$ cat src/design/tct_pkg.sv
`timescale 1ns / 1ps

package tct_pkg;

   localparam int TERM_TYPES     = 8;
   localparam int TERMS_PER_TYPE = 4096;
   localparam int BATCH_MAX      = 256;

   localparam int STORE_DEPTH = TERM_TYPES * TERMS_PER_TYPE;
   localparam int ADDR_W      = (STORE_DEPTH > 1) ? $clog2(STORE_DEPTH) : 1;
   localparam int JIDX_W      = (BATCH_MAX > 1) ? $clog2(BATCH_MAX) : 1;
   localparam int JFILL_W     = $clog2(BATCH_MAX + 1);

   localparam int CMD_W    = 2;
   localparam int TYPE_W   = 8;
   localparam int TERM_W   = 20;
   localparam int VALUE_W  = 32;
   localparam int STATUS_W = 3;

   localparam logic [CMD_W-1:0] CMD_INC   = 2'd0;
   localparam logic [CMD_W-1:0] CMD_QUERY = 2'd1;
   localparam logic [CMD_W-1:0] CMD_CLEAR = 2'd2;
   localparam logic [CMD_W-1:0] CMD_NOP   = 2'd3;

   localparam logic [STATUS_W-1:0] ST_OK           = 3'd0;
   localparam logic [STATUS_W-1:0] ST_TYPE_RANGE   = 3'd1;
   localparam logic [STATUS_W-1:0] ST_TERM_ZERO    = 3'd2;
   localparam logic [STATUS_W-1:0] ST_TERM_CAP     = 3'd3;
   localparam logic [STATUS_W-1:0] ST_JOURNAL_FULL = 3'd4;
   localparam logic [STATUS_W-1:0] ST_SKIPPED      = 3'd5;

   typedef struct packed {
      logic [ADDR_W-1:0]  addr;
      logic [VALUE_W-1:0] value;
   } jentry_type;

   typedef struct packed {
      logic               we;
      logic [ADDR_W-1:0]  waddr;
      logic [VALUE_W-1:0] wdata;
      logic [ADDR_W-1:0]  raddr;
   } store_port_type;

   typedef struct packed {
      logic              we;
      logic [JIDX_W-1:0] waddr;
      jentry_type        wdata;
      logic [JIDX_W-1:0] raddr;
   } journal_port_type;

   function automatic logic [STATUS_W-1:0] check_address(
      input logic [TYPE_W-1:0] type_in,
      input logic [TERM_W-1:0] term_in
   );
      logic [STATUS_W-1:0] res;
      res = ST_OK;
      if (type_in == '0 || 32'(type_in) > 32'(TERM_TYPES))
         res = ST_TYPE_RANGE;
      else if (term_in == '0)
         res = ST_TERM_ZERO;
      else if (32'(term_in) > 32'(TERMS_PER_TYPE))
         res = ST_TERM_CAP;
      return res;
   endfunction

   function automatic logic [ADDR_W-1:0] address_of(
      input logic [TYPE_W-1:0] type_in,
      input logic [TERM_W-1:0] term_in
   );
      logic [31:0] lin;
      lin = 32'(type_in - 8'd1) * 32'(TERMS_PER_TYPE) + 32'(term_in - 20'd1);
      return lin[ADDR_W-1:0];
   endfunction

endpackage

$ cat src/design/tct_ctrl.sv
`timescale 1ns / 1ps

module tct_ctrl (
   input  logic                             clock,
   input  logic                             reset,
   input  logic                             req_valid,
   output logic                             req_stall,
   input  logic [tct_pkg::CMD_W-1:0]        req_command,
   input  logic [tct_pkg::TYPE_W-1:0]       req_type_number,
   input  logic [tct_pkg::TERM_W-1:0]       req_term_number,
   input  logic signed [tct_pkg::VALUE_W-1:0] req_increment_value,
   input  logic                             req_batch_last,
   output logic                             rsp_valid,
   input  logic                             rsp_stall,
   output logic [tct_pkg::STATUS_W-1:0]     rsp_status,
   output logic signed [tct_pkg::VALUE_W-1:0] rsp_count,
   output logic                             rsp_batch_reverted,
   output tct_pkg::store_port_type          store_port,
   input  logic [tct_pkg::VALUE_W-1:0]      store_rdata,
   output tct_pkg::journal_port_type        journal_port,
   input  tct_pkg::jentry_type              journal_rdata
);

   import tct_pkg::*;

   typedef enum logic [2:0] {
      S_CLEAR,
      S_IDLE,
      S_UPDATE,
      S_LOOKUP,
      S_RB_JREAD,
      S_RB_SREAD,
      S_RB_WRITE,
      S_DONE
   } state_type;

   state_type state_ff, state_in;
   logic [JFILL_W-1:0]  fill_ff, fill_in;
   logic                skip_ff, skip_in;
   logic [ADDR_W-1:0]   sweep_ff, sweep_in;
   logic                report_ff, report_in;
   logic [JFILL_W-1:0]  rb_idx_ff, rb_idx_in;
   jentry_type          rb_entry_ff, rb_entry_in;
   logic [ADDR_W-1:0]   addr_ff, addr_in;
   logic [VALUE_W-1:0]  value_ff, value_in;
   logic                last_ff, last_in;
   logic [STATUS_W-1:0] res_status_ff, res_status_in;
   logic [VALUE_W-1:0]  res_count_ff, res_count_in;
   logic                res_rev_ff, res_rev_in;
   logic                rsp_valid_ff, rsp_valid_in;
   logic [STATUS_W-1:0] rsp_status_ff, rsp_status_in;
   logic [VALUE_W-1:0]  rsp_count_ff, rsp_count_in;
   logic                rsp_rev_ff, rsp_rev_in;

   logic [STATUS_W-1:0] chk;
   logic [STATUS_W-1:0] inc_status;
   logic [ADDR_W-1:0]   req_addr;
   logic [JFILL_W-1:0]  rb_next;
   logic                done_now;
   logic                out_free;

   assign chk      = check_address(req_type_number, req_term_number);
   assign req_addr = address_of(req_type_number, req_term_number);
   assign inc_status = (chk == ST_OK && fill_ff >= JFILL_W'(BATCH_MAX)) ?
                       ST_JOURNAL_FULL : chk;
   assign rb_next  = rb_idx_ff + 1'b1;
   assign out_free = !rsp_valid_ff || !rsp_stall;
   assign req_stall = (state_ff != S_IDLE);

   always_comb begin
      state_in      = state_ff;
      fill_in       = fill_ff;
      skip_in       = skip_ff;
      sweep_in      = sweep_ff;
      report_in     = report_ff;
      rb_idx_in     = rb_idx_ff;
      rb_entry_in   = rb_entry_ff;
      addr_in       = addr_ff;
      value_in      = value_ff;
      last_in       = last_ff;
      res_status_in = res_status_ff;
      res_count_in  = res_count_ff;
      res_rev_in    = res_rev_ff;
      rsp_status_in = rsp_status_ff;
      rsp_count_in  = rsp_count_ff;
      rsp_rev_in    = rsp_rev_ff;
      rsp_valid_in  = rsp_valid_ff && rsp_stall;
      done_now      = 1'b0;
      store_port    = '0;
      journal_port  = '0;

      unique case (state_ff)
         S_CLEAR: begin
            store_port.we    = 1'b1;
            store_port.waddr = sweep_ff;
            sweep_in         = sweep_ff + 1'b1;
            if (sweep_ff == ADDR_W'(STORE_DEPTH - 1)) begin
               sweep_in = '0;
               state_in = S_IDLE;
               if (report_ff) begin
                  report_in     = 1'b0;
                  res_status_in = ST_OK;
                  res_count_in  = '0;
                  res_rev_in    = 1'b0;
                  done_now      = 1'b1;
               end
            end
         end
         S_IDLE: begin
            if (req_valid) begin
               addr_in       = req_addr;
               value_in      = req_increment_value;
               last_in       = req_batch_last;
               res_status_in = ST_OK;
               res_count_in  = '0;
               res_rev_in    = 1'b0;
               store_port.raddr = req_addr;
               unique case (req_command)
                  CMD_INC: begin
                     if (skip_ff) begin
                        res_status_in = ST_SKIPPED;
                        if (req_batch_last) skip_in = 1'b0;
                        done_now = 1'b1;
                     end else if (inc_status != ST_OK) begin
                        res_status_in = inc_status;
                        res_rev_in    = (fill_ff != '0);
                        if (!req_batch_last) skip_in = 1'b1;
                        if (fill_ff != '0) begin
                           rb_idx_in = '0;
                           state_in  = S_RB_JREAD;
                        end else begin
                           done_now = 1'b1;
                        end
                     end else begin
                        state_in = S_UPDATE;
                     end
                  end
                  CMD_QUERY: begin
                     if (chk == ST_TYPE_RANGE || chk == ST_TERM_ZERO) begin
                        res_status_in = chk;
                        done_now      = 1'b1;
                     end else if (chk == ST_TERM_CAP) begin
                        done_now = 1'b1;
                     end else begin
                        state_in = S_LOOKUP;
                     end
                  end
                  CMD_CLEAR: begin
                     // the open batch can no longer be reverted
                     fill_in   = '0;
                     sweep_in  = '0;
                     report_in = 1'b1;
                     state_in  = S_CLEAR;
                  end
                  default: begin
                     done_now = 1'b1;
                  end
               endcase
            end
         end
         S_UPDATE: begin
            store_port.we      = 1'b1;
            store_port.waddr   = addr_ff;
            store_port.wdata   = store_rdata + value_ff;
            journal_port.we    = 1'b1;
            journal_port.waddr = fill_ff[JIDX_W-1:0];
            journal_port.wdata = '{addr: addr_ff, value: value_ff};
            fill_in  = last_ff ? '0 : fill_ff + 1'b1;
            state_in = S_IDLE;
            done_now = 1'b1;
         end
         S_LOOKUP: begin
            res_count_in = store_rdata;
            state_in     = S_IDLE;
            done_now     = 1'b1;
         end
         S_RB_JREAD: begin
            journal_port.raddr = rb_idx_ff[JIDX_W-1:0];
            state_in           = S_RB_SREAD;
         end
         S_RB_SREAD: begin
            rb_entry_in      = journal_rdata;
            store_port.raddr = journal_rdata.addr;
            state_in         = S_RB_WRITE;
         end
         S_RB_WRITE: begin
            store_port.we    = 1'b1;
            store_port.waddr = rb_entry_ff.addr;
            store_port.wdata = store_rdata - rb_entry_ff.value;
            rb_idx_in        = rb_next;
            if (rb_next == fill_ff) begin
               fill_in  = '0;
               state_in = S_IDLE;
               done_now = 1'b1;
            end else begin
               state_in = S_RB_JREAD;
            end
         end
         S_DONE: begin
            state_in = S_IDLE;
            done_now = 1'b1;
         end
         default: begin
            state_in = S_IDLE;
         end
      endcase

      // hand the result over, or park it until the output word drains
      if (done_now) begin
         if (out_free) begin
            rsp_valid_in  = 1'b1;
            rsp_status_in = res_status_in;
            rsp_count_in  = res_count_in;
            rsp_rev_in    = res_rev_in;
         end else begin
            state_in = S_DONE;
         end
      end
   end

   always_ff @(posedge clock) begin
      if (reset) begin
         state_ff     <= S_CLEAR;
         fill_ff      <= '0;
         skip_ff      <= 1'b0;
         sweep_ff     <= '0;
         report_ff    <= 1'b0;
         rsp_valid_ff <= 1'b0;
      end else begin
         state_ff     <= state_in;
         fill_ff      <= fill_in;
         skip_ff      <= skip_in;
         sweep_ff     <= sweep_in;
         report_ff    <= report_in;
         rsp_valid_ff <= rsp_valid_in;
      end
      rb_idx_ff     <= rb_idx_in;
      rb_entry_ff   <= rb_entry_in;
      addr_ff       <= addr_in;
      value_ff      <= value_in;
      last_ff       <= last_in;
      res_status_ff <= res_status_in;
      res_count_ff  <= res_count_in;
      res_rev_ff    <= res_rev_in;
      rsp_status_ff <= rsp_status_in;
      rsp_count_ff  <= rsp_count_in;
      rsp_rev_ff    <= rsp_rev_in;
   end

   assign rsp_valid          = rsp_valid_ff;
   assign rsp_status         = rsp_status_ff;
   assign rsp_count          = rsp_count_ff;
   assign rsp_batch_reverted = rsp_rev_ff;

endmodule

$ cat config.mk
export PLATFORM = sky130hd
export DESIGN_NAME = tct_ctrl
export DESIGN_NICKNAME = d
export VERILOG_FILES = /design/src/design/tct_pkg.sv /design/src/design/tct_ctrl.sv
export SDC_FILE = /design/constraint.sdc
export NUM_CORES = 1
export LEC_CHECK = 0
export BUFFER_PORTS_ARGS = -buffer_cell sky130_fd_sc_hd__clkbuf_2
export CORE_MARGIN = 1
export CORE_UTILIZATION = 40
export CTS_CLUSTER_DIAMETER = 30
export DETAILED_ROUTE_END_ITERATION = 8
export MAX_ROUTING_LAYER = met4
export PLACE_DENSITY = 0.6
export SKIP_CTS_REPAIR_TIMING = 1
export SYNTH_ARGS = -nofsm -noshare
export SYNTH_HDL_FRONTEND = slang
export SYNTH_SLANG_ARGS = --single-unit
export TNS_END_PERCENT = 50
$ cat constraint.sdc
create_clock -name clock -period 5.7 [get_ports clock]
set_input_delay 0.57 -clock clock [delete_from_list [all_inputs] [get_ports clock]]
set_output_delay 0.57 -clock clock [all_outputs]
set_load 0.05 [all_outputs]
==> impl_metrics.json, run 1 <==
{
  "synth_top_cell_area_share_pct": 36.44,
  "fin_nets": 1704,
  "synth.cell_area_sq_mm": 0.01154,
  "htreeDepth": 2,
  "chipHeight_um": 171.8,
  "avgRoutedWirePerCell_um": 17.48,
  "rows": 61,
  "path_class": "reg2out",
  "arrival_ps": 4810,
  "yosys_warnings": 0,
  "insertion_delay_ps": 530,
  "setup_viol": 0,
  "ys_types": 65,
  "grt_max_degree": 54,
  "dp_hpwl_um": 25400,
  "finalWirelength_um": 33410,
  "hold_path_class": "in2reg",
  "cts.sinks": 206,
  "reg2reg_setup_slack_ps": 2220,
  "powerDensity_mw_per_mm2": 323.8,
  "path_delay_family": "simple AND/OR/NAND/NOR gates",
  "syn_nets": 1369,
  "place_inst": 1820,
  "grt_setup_unrepaired": "yes",
  "worst_slew_pin_slew_ps": 1108,
  "slowest_delay_ps": 560,
  "drt-pass1-iter-count": 7,
  "worst_ep_required_time_ps": 5130,
  "drv_slew": 0,
  "hold_viol": 0,
  "peakVddDrop_v": 0.0002091,
  "leakage_nw": 6.767,
  "drt_iter0_drc": 627,
  "ctsLongestPathBuffers": 3,
  "wl_met2_um": 15740,
  "core_area_sq_mm": 0.02809,
  "post-route-util_pct": 55.47,
  "ant_nets": 0,
  "start_util_pct": 41.07,
  "fin_cells": 1911,
  "clk_pin_slew_ps": 50,
  "die_w_um": 171.8,
  "drc": 0,
  "wl_met1_um": 14480,
  "period_share_pct": 94.41,
  "setup_slack_ps": 318.5,
  "grt_pass1_vias": 9668,
  "timing.final.crit_period_ps": 5381,
  "area.growth.synth_to_final_pct": 35.07,
  "cts_tree": "built",
  "synth_area_leader_cell": "edfxtp_1",
  "yosys-top-cells-area": "edfxtp_1 36%, dfxtp_1 11%, ha_1 6.7%, nor2_1 4.8%, xor2_1 3.6%",
  "ys_seq_area_share_pct": 47.90,
  "clock_skew_ps": 17.48,
  "finalPower_mw": 5.046,
  "fmax_mhz": 185.8,
  "run_status": "finished, final reports clean",
  "slowest_stage": "or4_4",
  "design_area_sq_mm": 0.01558,
  "maxUsedRoutingLayer": "met4",
  "antenna_found_initial": 0,
  "routed-wl-met3_um": 2484,
  "cts_root_buf": "clkbuf_16",
  "routabilityCongestion": 0.9173,
  "io_pins": 311,
  "async_flop_share_pct": 0,
  "maxCapViolCount": 0,
  "place_area_sq_mm": 0.01383,
  "die-area_sq_mm": 0.02952,
  "grt_pass1_wl_um": 50980,
  "ys_seq_elements": 206,
  "antenna_cells": 0,
  "synthFlopType": "edfxtp_1",
  "cts_buffers": 47,
  "preCtsSetupSlack_ps": 481.3,
  "startpoint_type": "register",
  "drive_above_1_share_pct": 28.44,
  "synth_cells": 1159,
  "max_slew_margin_pct": 24.98,
  "drt-vias-per-instance": 5.229,
  "syn_area_per_cell_sq_um": 9.953,
  "vias": 9992,
  "critPathBufInv": 3,
  "critPathMaxFanout": 6,
  "port_buffers": 310,
  "crit_path_cell_trace": "or4_4, or3b_4, nor4_1, buf_4, nand2_1, xnor2_1, nand2_1, o21ai_0, ha_1, buf_4, a31oi_1, o32ai_1, nor4_2, a21oi_1, o311ai_0, a21oi_1, mux2i_1, buf_12",
  "grtUsageTotal_pct": 23.02,
  "synth_edf_count": 140,
  "crit_path_end_kind": "output pin",
  "gr-total-overflow": 0
}
==> cells in the mapped netlist (3+ instances only) <==
cell and instances:
nand4_1 10, ha_1 62, dfxtp_1 66, buf_1 6
nor3_1 36, nor4_1 10, a22o_1 47, clkbuf_1 35
nor2_1 149, nand3_1 19, a21o_1 18, o41ai_1 3
and2_1 57, nor2b_1 4, o21bai_1 8, o211ai_1 5
or2_2 5, nand2_1 82, xnor3_1 4, nor3b_1 6
and3_1 19, edfxtp_1 140, inv_1 46, xnor2_1 41
nand2b_1 13, xor2_1 48, o21a_1 5, and4_1 3
or3_1 10, mux2i_1 20, o31ai_1 9, or4_1 3
o21ai_0 45, a21oi_1 74, a31oi_1 12
==> report_power, final <==
group | internal [mW] | switching (mW) | total, mW
Clock | 1.93 | 0.877 | 2.80
Combinational | 0.208 | 0.364 | 0.573
Sequential | 1.65 | 0.0248 | 1.67
Total | 3.78 | 1.27 | 5.05
==> per-stage QoR <==
step	hold WS (ps)	TNS, ps
2_1_floorplan	438.4	0
3_3_place_gp	453.1	0
3_5_place_dp	455.3	0
4_1_cts	191.3	-133.9
5_1_grt	195.2	-29.23
6_report	213.7	0
==> cell usage in the layout (no fill, tap or decap), types with 20 or more instances in the layout <==
cell type,count
clkbuf_2,291
nor2_1,147
edfxtp_1,140
nand2_1,81
a21oi_1,72
dfxtp_1,65
ha_1,62
and2_1,57
clkbuf_16,49
xor2_1,48
a22o_1,47
inv_1,45
o21ai_0,44
xnor2_1,41
nor3_1,36
mux2i_1,20
==> flip-flops by register name (all words and copies together) (netlist names), 3 cells and up <==
| name | count |
|---|---|
| rb_entry_ff | 47 |
| res_count_ff | 32 |
| rsp_count | 32 |
| value_ff | 32 |
| addr_ff | 15 |
| sweep_ff | 15 |
| fill_ff | 9 |
| rb_idx_ff | 9 |
| res_status_ff | 3 |
| rsp_status | 3 |
| state_ff | 3 |
==> cell families after synthesis <==
kind of cell / count (synthesis) / share of synthesized area (%)
flip-flops: 206 / 47.90
adder cells (fa/ha/maj): 64 / 7.072
AO/OA/AOI/OAI: 250 / 14.37
buffers and inverters: 91 / 2.983
XOR/XNOR: 93 / 7.538
AND/OR/NAND/NOR: 434 / 18.31
multiplexers: 21 / 1.833
==> per-layer routing <==
layer / GRT usage (%) / vias up
met5: - / -
met3: 4.280 / 55
met4: 6.618 / 0
li1: - / 4865
met2: 37.49 / 406
met1: 29.14 / 4666
==> path summary, 6_finish.rpt <==
path	from	end	cells past startpoint
worst max register to register	rb_idx_ff[0]	rsp_count[3]	9
worst max-delay path	value_ff[3]	store_port[46]	18
worst min-delay path	req_increment_value[18]	value_ff[18]	1
worst min register to register	res_count_ff[14]	res_count_ff[14]	1
==> final cells by class <==
cell class                 instances  area, sq um
clock buffer                      56         1272
multi-input combinational        862         5746
sequential                       206         5527
clock inverter                    32        404.1
timing repair buffer             329         1979
fill                            2603        12510
inverter                          48        180.2
tap                              378        473.0
Note: power is estimated with default switching activity, not from simulation.
==> run 2, diff against run 1 <==
SLEW_MARGIN = 20   (was not set)
clock period = 5.5 ns   (was 5.7 ns; I/O delays follow)
==> impl_metrics.json, run 2 (synthesized netlist as in run 1, its figures left out) <==
{
  "fmax_mhz": 186.9,
  "chipHeight_um": 171.8,
  "drv_slew": 0,
  "critPathMaxFanout": 6,
  "slowest_delay_ps": 590,
  "cts_tree": "built",
  "die_w_um": 171.8,
  "regMostFlops": "rb_entry_ff",
  "io_pins": 311,
  "crit_path_cell_trace": "or4_4, or3b_4, nor4_4, buf_4, nand2_1, xnor2_1, nand2_1, o21ai_0, ha_1, a21oi_2, o21ai_1, o41ai_4, a31oi_4, a221oi_4, o31ai_2, mux2i_1, bufbuf_16",
  "die-area_sq_mm": 0.02952,
  "grt_max_degree": 54,
  "grt_pass1_vias": 9849,
  "drt_iter0_drc": 633,
  "hold_viol": 0,
  "arrival_ps": 4800,
  "drc": 0,
  "peakVddDrop_v": 0.0001975,
  "clk_pin_slew_ps": 50,
  "drive_above_1_share_pct": 30.42,
  "mostFrequentLayoutCell": "clkbuf_2",
  "maxCapViolCount": 0,
  "leakage_nw": 6.905,
  "period_share_pct": 97.28,
  "crit_path_end_kind": "output pin",
  "cts_root_buf": "clkbuf_16",
  "layout_common_cells": "288 x clkbuf_2, 143 x nor2_1, 140 x edfxtp_1",
  "htreeDepth": 2,
  "grtUsageTotal_pct": 23.19,
  "core_area_sq_mm": 0.02809,
  "antenna_found_initial": 3,
  "worst_ep_required_time_ps": 4950,
  "hold_path_class": "in2reg",
  "vias": 10160,
  "path_class": "reg2out",
  "routabilityCongestion": 0.9271,
  "max_slew_margin_pct": 29.43,
  "avgRoutedWirePerCell_um": 17.53,
  "largest_register_ffs": 47,
  "rows": 61,
  "cts.sinks": 206,
  "setup_viol": 0,
  "finalWirelength_um": 33950,
  "dp_hpwl_um": 25370,
  "path_delay_family": "compound AO/OA/AOI/OAI gates",
  "run_status": "finished, final reports clean",
  "worst_slew_pin_slew_ps": 1056,
  "drt-pass1-iter-count": 5,
  "gr-total-overflow": 0,
  "place_inst": 1821,
  "clock_skew_ps": 21.71,
  "critPathBufInv": 2,
  "start_util_pct": 41.07,
  "crit_top_cell": "nand2_1",
  "drt-vias-per-instance": 5.249,
  "fin_nets": 1721,
  "startpoint_type": "register",
  "insertion_delay_ps": 540,
  "powerDensity_mw_per_mm2": 337.5,
  "cts_buffers": 52,
  "timing.final.crit_period_ps": 5350,
  "port_buffers": 310,
  "fin_cells": 1936,
  "grt_pass1_wl_um": 51540,
  "area.growth.synth_to_final_pct": 38.46,
  "slowest_stage": "or4_4",
  "ant_nets": 0,
  "post-route-util_pct": 56.87,
  "ctsLongestPathBuffers": 3
}
[run 2: layout make-up]
type / count / area, sq um
Fill cell: 2544 / 12110
Multi-Input combinational cell: 862 / 5862
Sequential cell: 206 / 5527
Timing Repair Buffer: 341 / 2127
Clock buffer: 68 / 1498
Tap cell: 378 / 473.0
Clock inverter: 30 / 299.0
Inverter: 48 / 180.2
Antenna cell: 3 / 7.507
[run 2: worst paths after layout]
path / startpoint / endpoint / slack [ps] / cells past startpoint
worst max-delay path: value_ff[2] / store_port[45] / 150 / 17
worst min-delay path: journal_rdata[30] / rb_entry_ff[30] / 180 / 1
worst max register to register: rb_idx_ff[0] / rsp_count[0] / 2180 / 9
worst min register to register: res_count_ff[25] / res_count_ff[25] / 470 / 1
[run 2: per-layer routing]
layer	vias up	track usage, %	wire, um	part of all wire [%]
met3	70	4.671	2664	7.8
met2	414	37.26	16130	48
li1	4914	-	-	-
met5	-	-	0	0
met1	4765	28.76	14220	42
met4	0	8.734	929	2.7
[run 2: where the power goes]
group	total (mW)	switching, mW	internal [mW]
Combinational	0.612	0.385	0.227
Sequential	1.73	0.0269	1.71
Clock	3.04	0.944	2.10
Total	5.39	1.36	4.03
[run 2: metrics by stage]
stage | cell area (sq um) | hold WS (ps) | power [mW] | setup WS (ps) | TNS (ps)
4_1_cts | 15680 | 157.8 | 5.402 | -199.4 | -444.7
6_report | 15970 | 182.4 | 5.390 | 149.6 | 0
3_5_place_dp | 13890 | 456.2 | 2.341 | 361.3 | 0
2_1_floorplan | 11540 | 438.4 | 2.156 | 172.6 | 0
3_3_place_gp | 13890 | 452.6 | 2.335 | 429.1 | 0
5_1_grt | 15970 | 161.3 | 5.573 | -91.01 | -260.3
==> run 3, diff against run 2 <==
CORE_ASPECT_RATIO = 1.5   (was not set)
==> impl_metrics.json, run 3 (synthesized netlist as in run 1, its figures left out) <==
{
  "finalWirelength_um": 33620,
  "grtUsageTotal_pct": 23.03,
  "maxCapViolCount": 0,
  "cts_tree": "built",
  "slowest_delay_ps": 570,
  "vias": 9903,
  "drc": 0,
  "io_pins": 311,
  "mostFrequentLayoutCell": "clkbuf_2",
  "fin_cells": 1872,
  "grt_setup_unrepaired": "yes",
  "finalPower_mw": 4.806,
  "hold_path_class": "in2reg",
  "setup_slack_ps": 138.5,
  "grt_max_degree": 54,
  "insertion_delay_ps": 530,
  "preCtsSetupSlack_ps": 355.6,
  "leakage_nw": 6.634,
  "cts.sinks": 206,
  "routabilityCongestion": 0.9255,
  "die-area_sq_mm": 0.02954,
  "rows": 75,
  "grt_pass1_vias": 9756,
  "gr-total-overflow": 0,
  "area.growth.synth_to_final_pct": 32.07,
  "crit_path_cell_trace": "or4_4, or3b_4, nor4_4, buf_4, nand2_1, xnor2_1, nand2_1, o21ai_0, ha_1, a21o_1, a31oi_2, o32ai_2, nor4_2, buf_4, a21oi_1, o311ai_1, a21oi_1, mux2i_2, buf_12",
  "htreeDepth": 2,
  "ant_nets": 0,
  "clk_pin_slew_ps": 50,
  "fmax_mhz": 186.5,
  "max_slew_margin_pct": 43.11,
  "drt-pass1-iter-count": 5,
  "port_buffers": 310,
  "startpoint_type": "register",
  "timing.final.crit_period_ps": 5362,
  "place_inst": 1788,
  "peakVddDrop_v": 0.0001983,
  "critPathMaxFanout": 6,
  "powerDensity_mw_per_mm2": 315.5,
  "fill_cells": 2617,
  "dp_hpwl_um": 25520,
  "period_share_pct": 97.48,
  "cts_buffers": 40,
  "grt_pass1_wl_um": 50810,
  "hold_viol": 0,
  "antenna_found_initial": 6,
  "drt-vias-per-instance": 5.290,
  "avgRoutedWirePerCell_um": 17.96,
  "drt_iter0_drc": 429,
  "ctsLongestPathBuffers": 3,
  "drv_slew": 0,
  "fin_nets": 1700,
  "path_class": "reg2out",
  "run_status": "finished, final reports clean",
  "start_util_pct": 40.98,
  "die_w_um": 140.7,
  "setup_viol": 0,
  "crit_path_end_kind": "output pin",
  "worst_ep_required_time_ps": 4950,
  "regMostFlops": "rb_entry_ff",
  "worst_slew_pin_slew_ps": 850.2,
  "tns_ps": 0,
  "drive_above_1_share_pct": 28.42,
  "clock_skew_ps": 27.69,
  "core_area_sq_mm": 0.02815,
  "slowest_stage": "or4_4",
  "chipHeight_um": 210.0,
  "arrival_ps": 4810,
  "largest_register_ffs": 47,
  "layout_common_cells": "299 x clkbuf_2, 146 x nor2_1, 140 x edfxtp_1",
  "cts_root_buf": "clkbuf_16"
}
==> run 3: path summary, 6_finish.rpt <==
kind,from,end,slack (ps),cells after the start
min,req_increment_value[17],value_ff[17],200,1
max,value_ff[3],store_port[46],140,19
min reg2reg,res_count_ff[4],res_count_ff[4],470,1
max reg2reg,state_ff[0],fill_ff[7],2110,9
==> run 3: area by class of cell <==
type	count	area, sq um	area share, %
multi-input combinational	862	5816	38.17
sequential	206	5527	36.27
timing repair buffer	332	1889	12.40
clock buffer	52	1129	7.407
tap	346	432.9	2.841
clock inverter	20	247.7	1.626
inverter	48	180.2	1.183
antenna	6	15.01	0.09855
==> run 3: critical path, delay by kind of cell (launching register included) <==
kind | cells | cell delay, ps
compound gates | 7 | 1140
fa+ha+maj | 1 | 260
mux | 1 | 280
xor+xnor | 1 | 120
simple gates | 6 | 1560
flops | 1 | 440
buf+inv | 3 | 510
==> run 3: layer usage <==
| layer | track usage [%] | up-vias | wire (um) |
|---|---|---|---|
| li1 | - | 4863 | - |
| met4 | 11.06 | 0 | 1385 |
| met3 | 3.771 | 86 | 1810 |
| met5 | - | - | 0 |
| met1 | 24.26 | 4612 | 12880 |
| met2 | 41.60 | 342 | 17550 |
==> run 3: where the power goes <==
part           switching [mW]  internal (mW)  total [mW]
clock network           0.837           1.65        2.48
registers              0.0286           1.70        1.73
logic                   0.371          0.219       0.590
==> run 3: stage by stage <==
step	instance area (sq um)	hold WS [ps]	utilization [%]
final	15240	201.0	54.12
after global placement	13660	451.9	48.52
after detailed placement	13670	455.5	48.55
after CTS	15040	172.8	53.44
after global routing	15240	185.6	54.12
after floorplan	11540	438.4	-
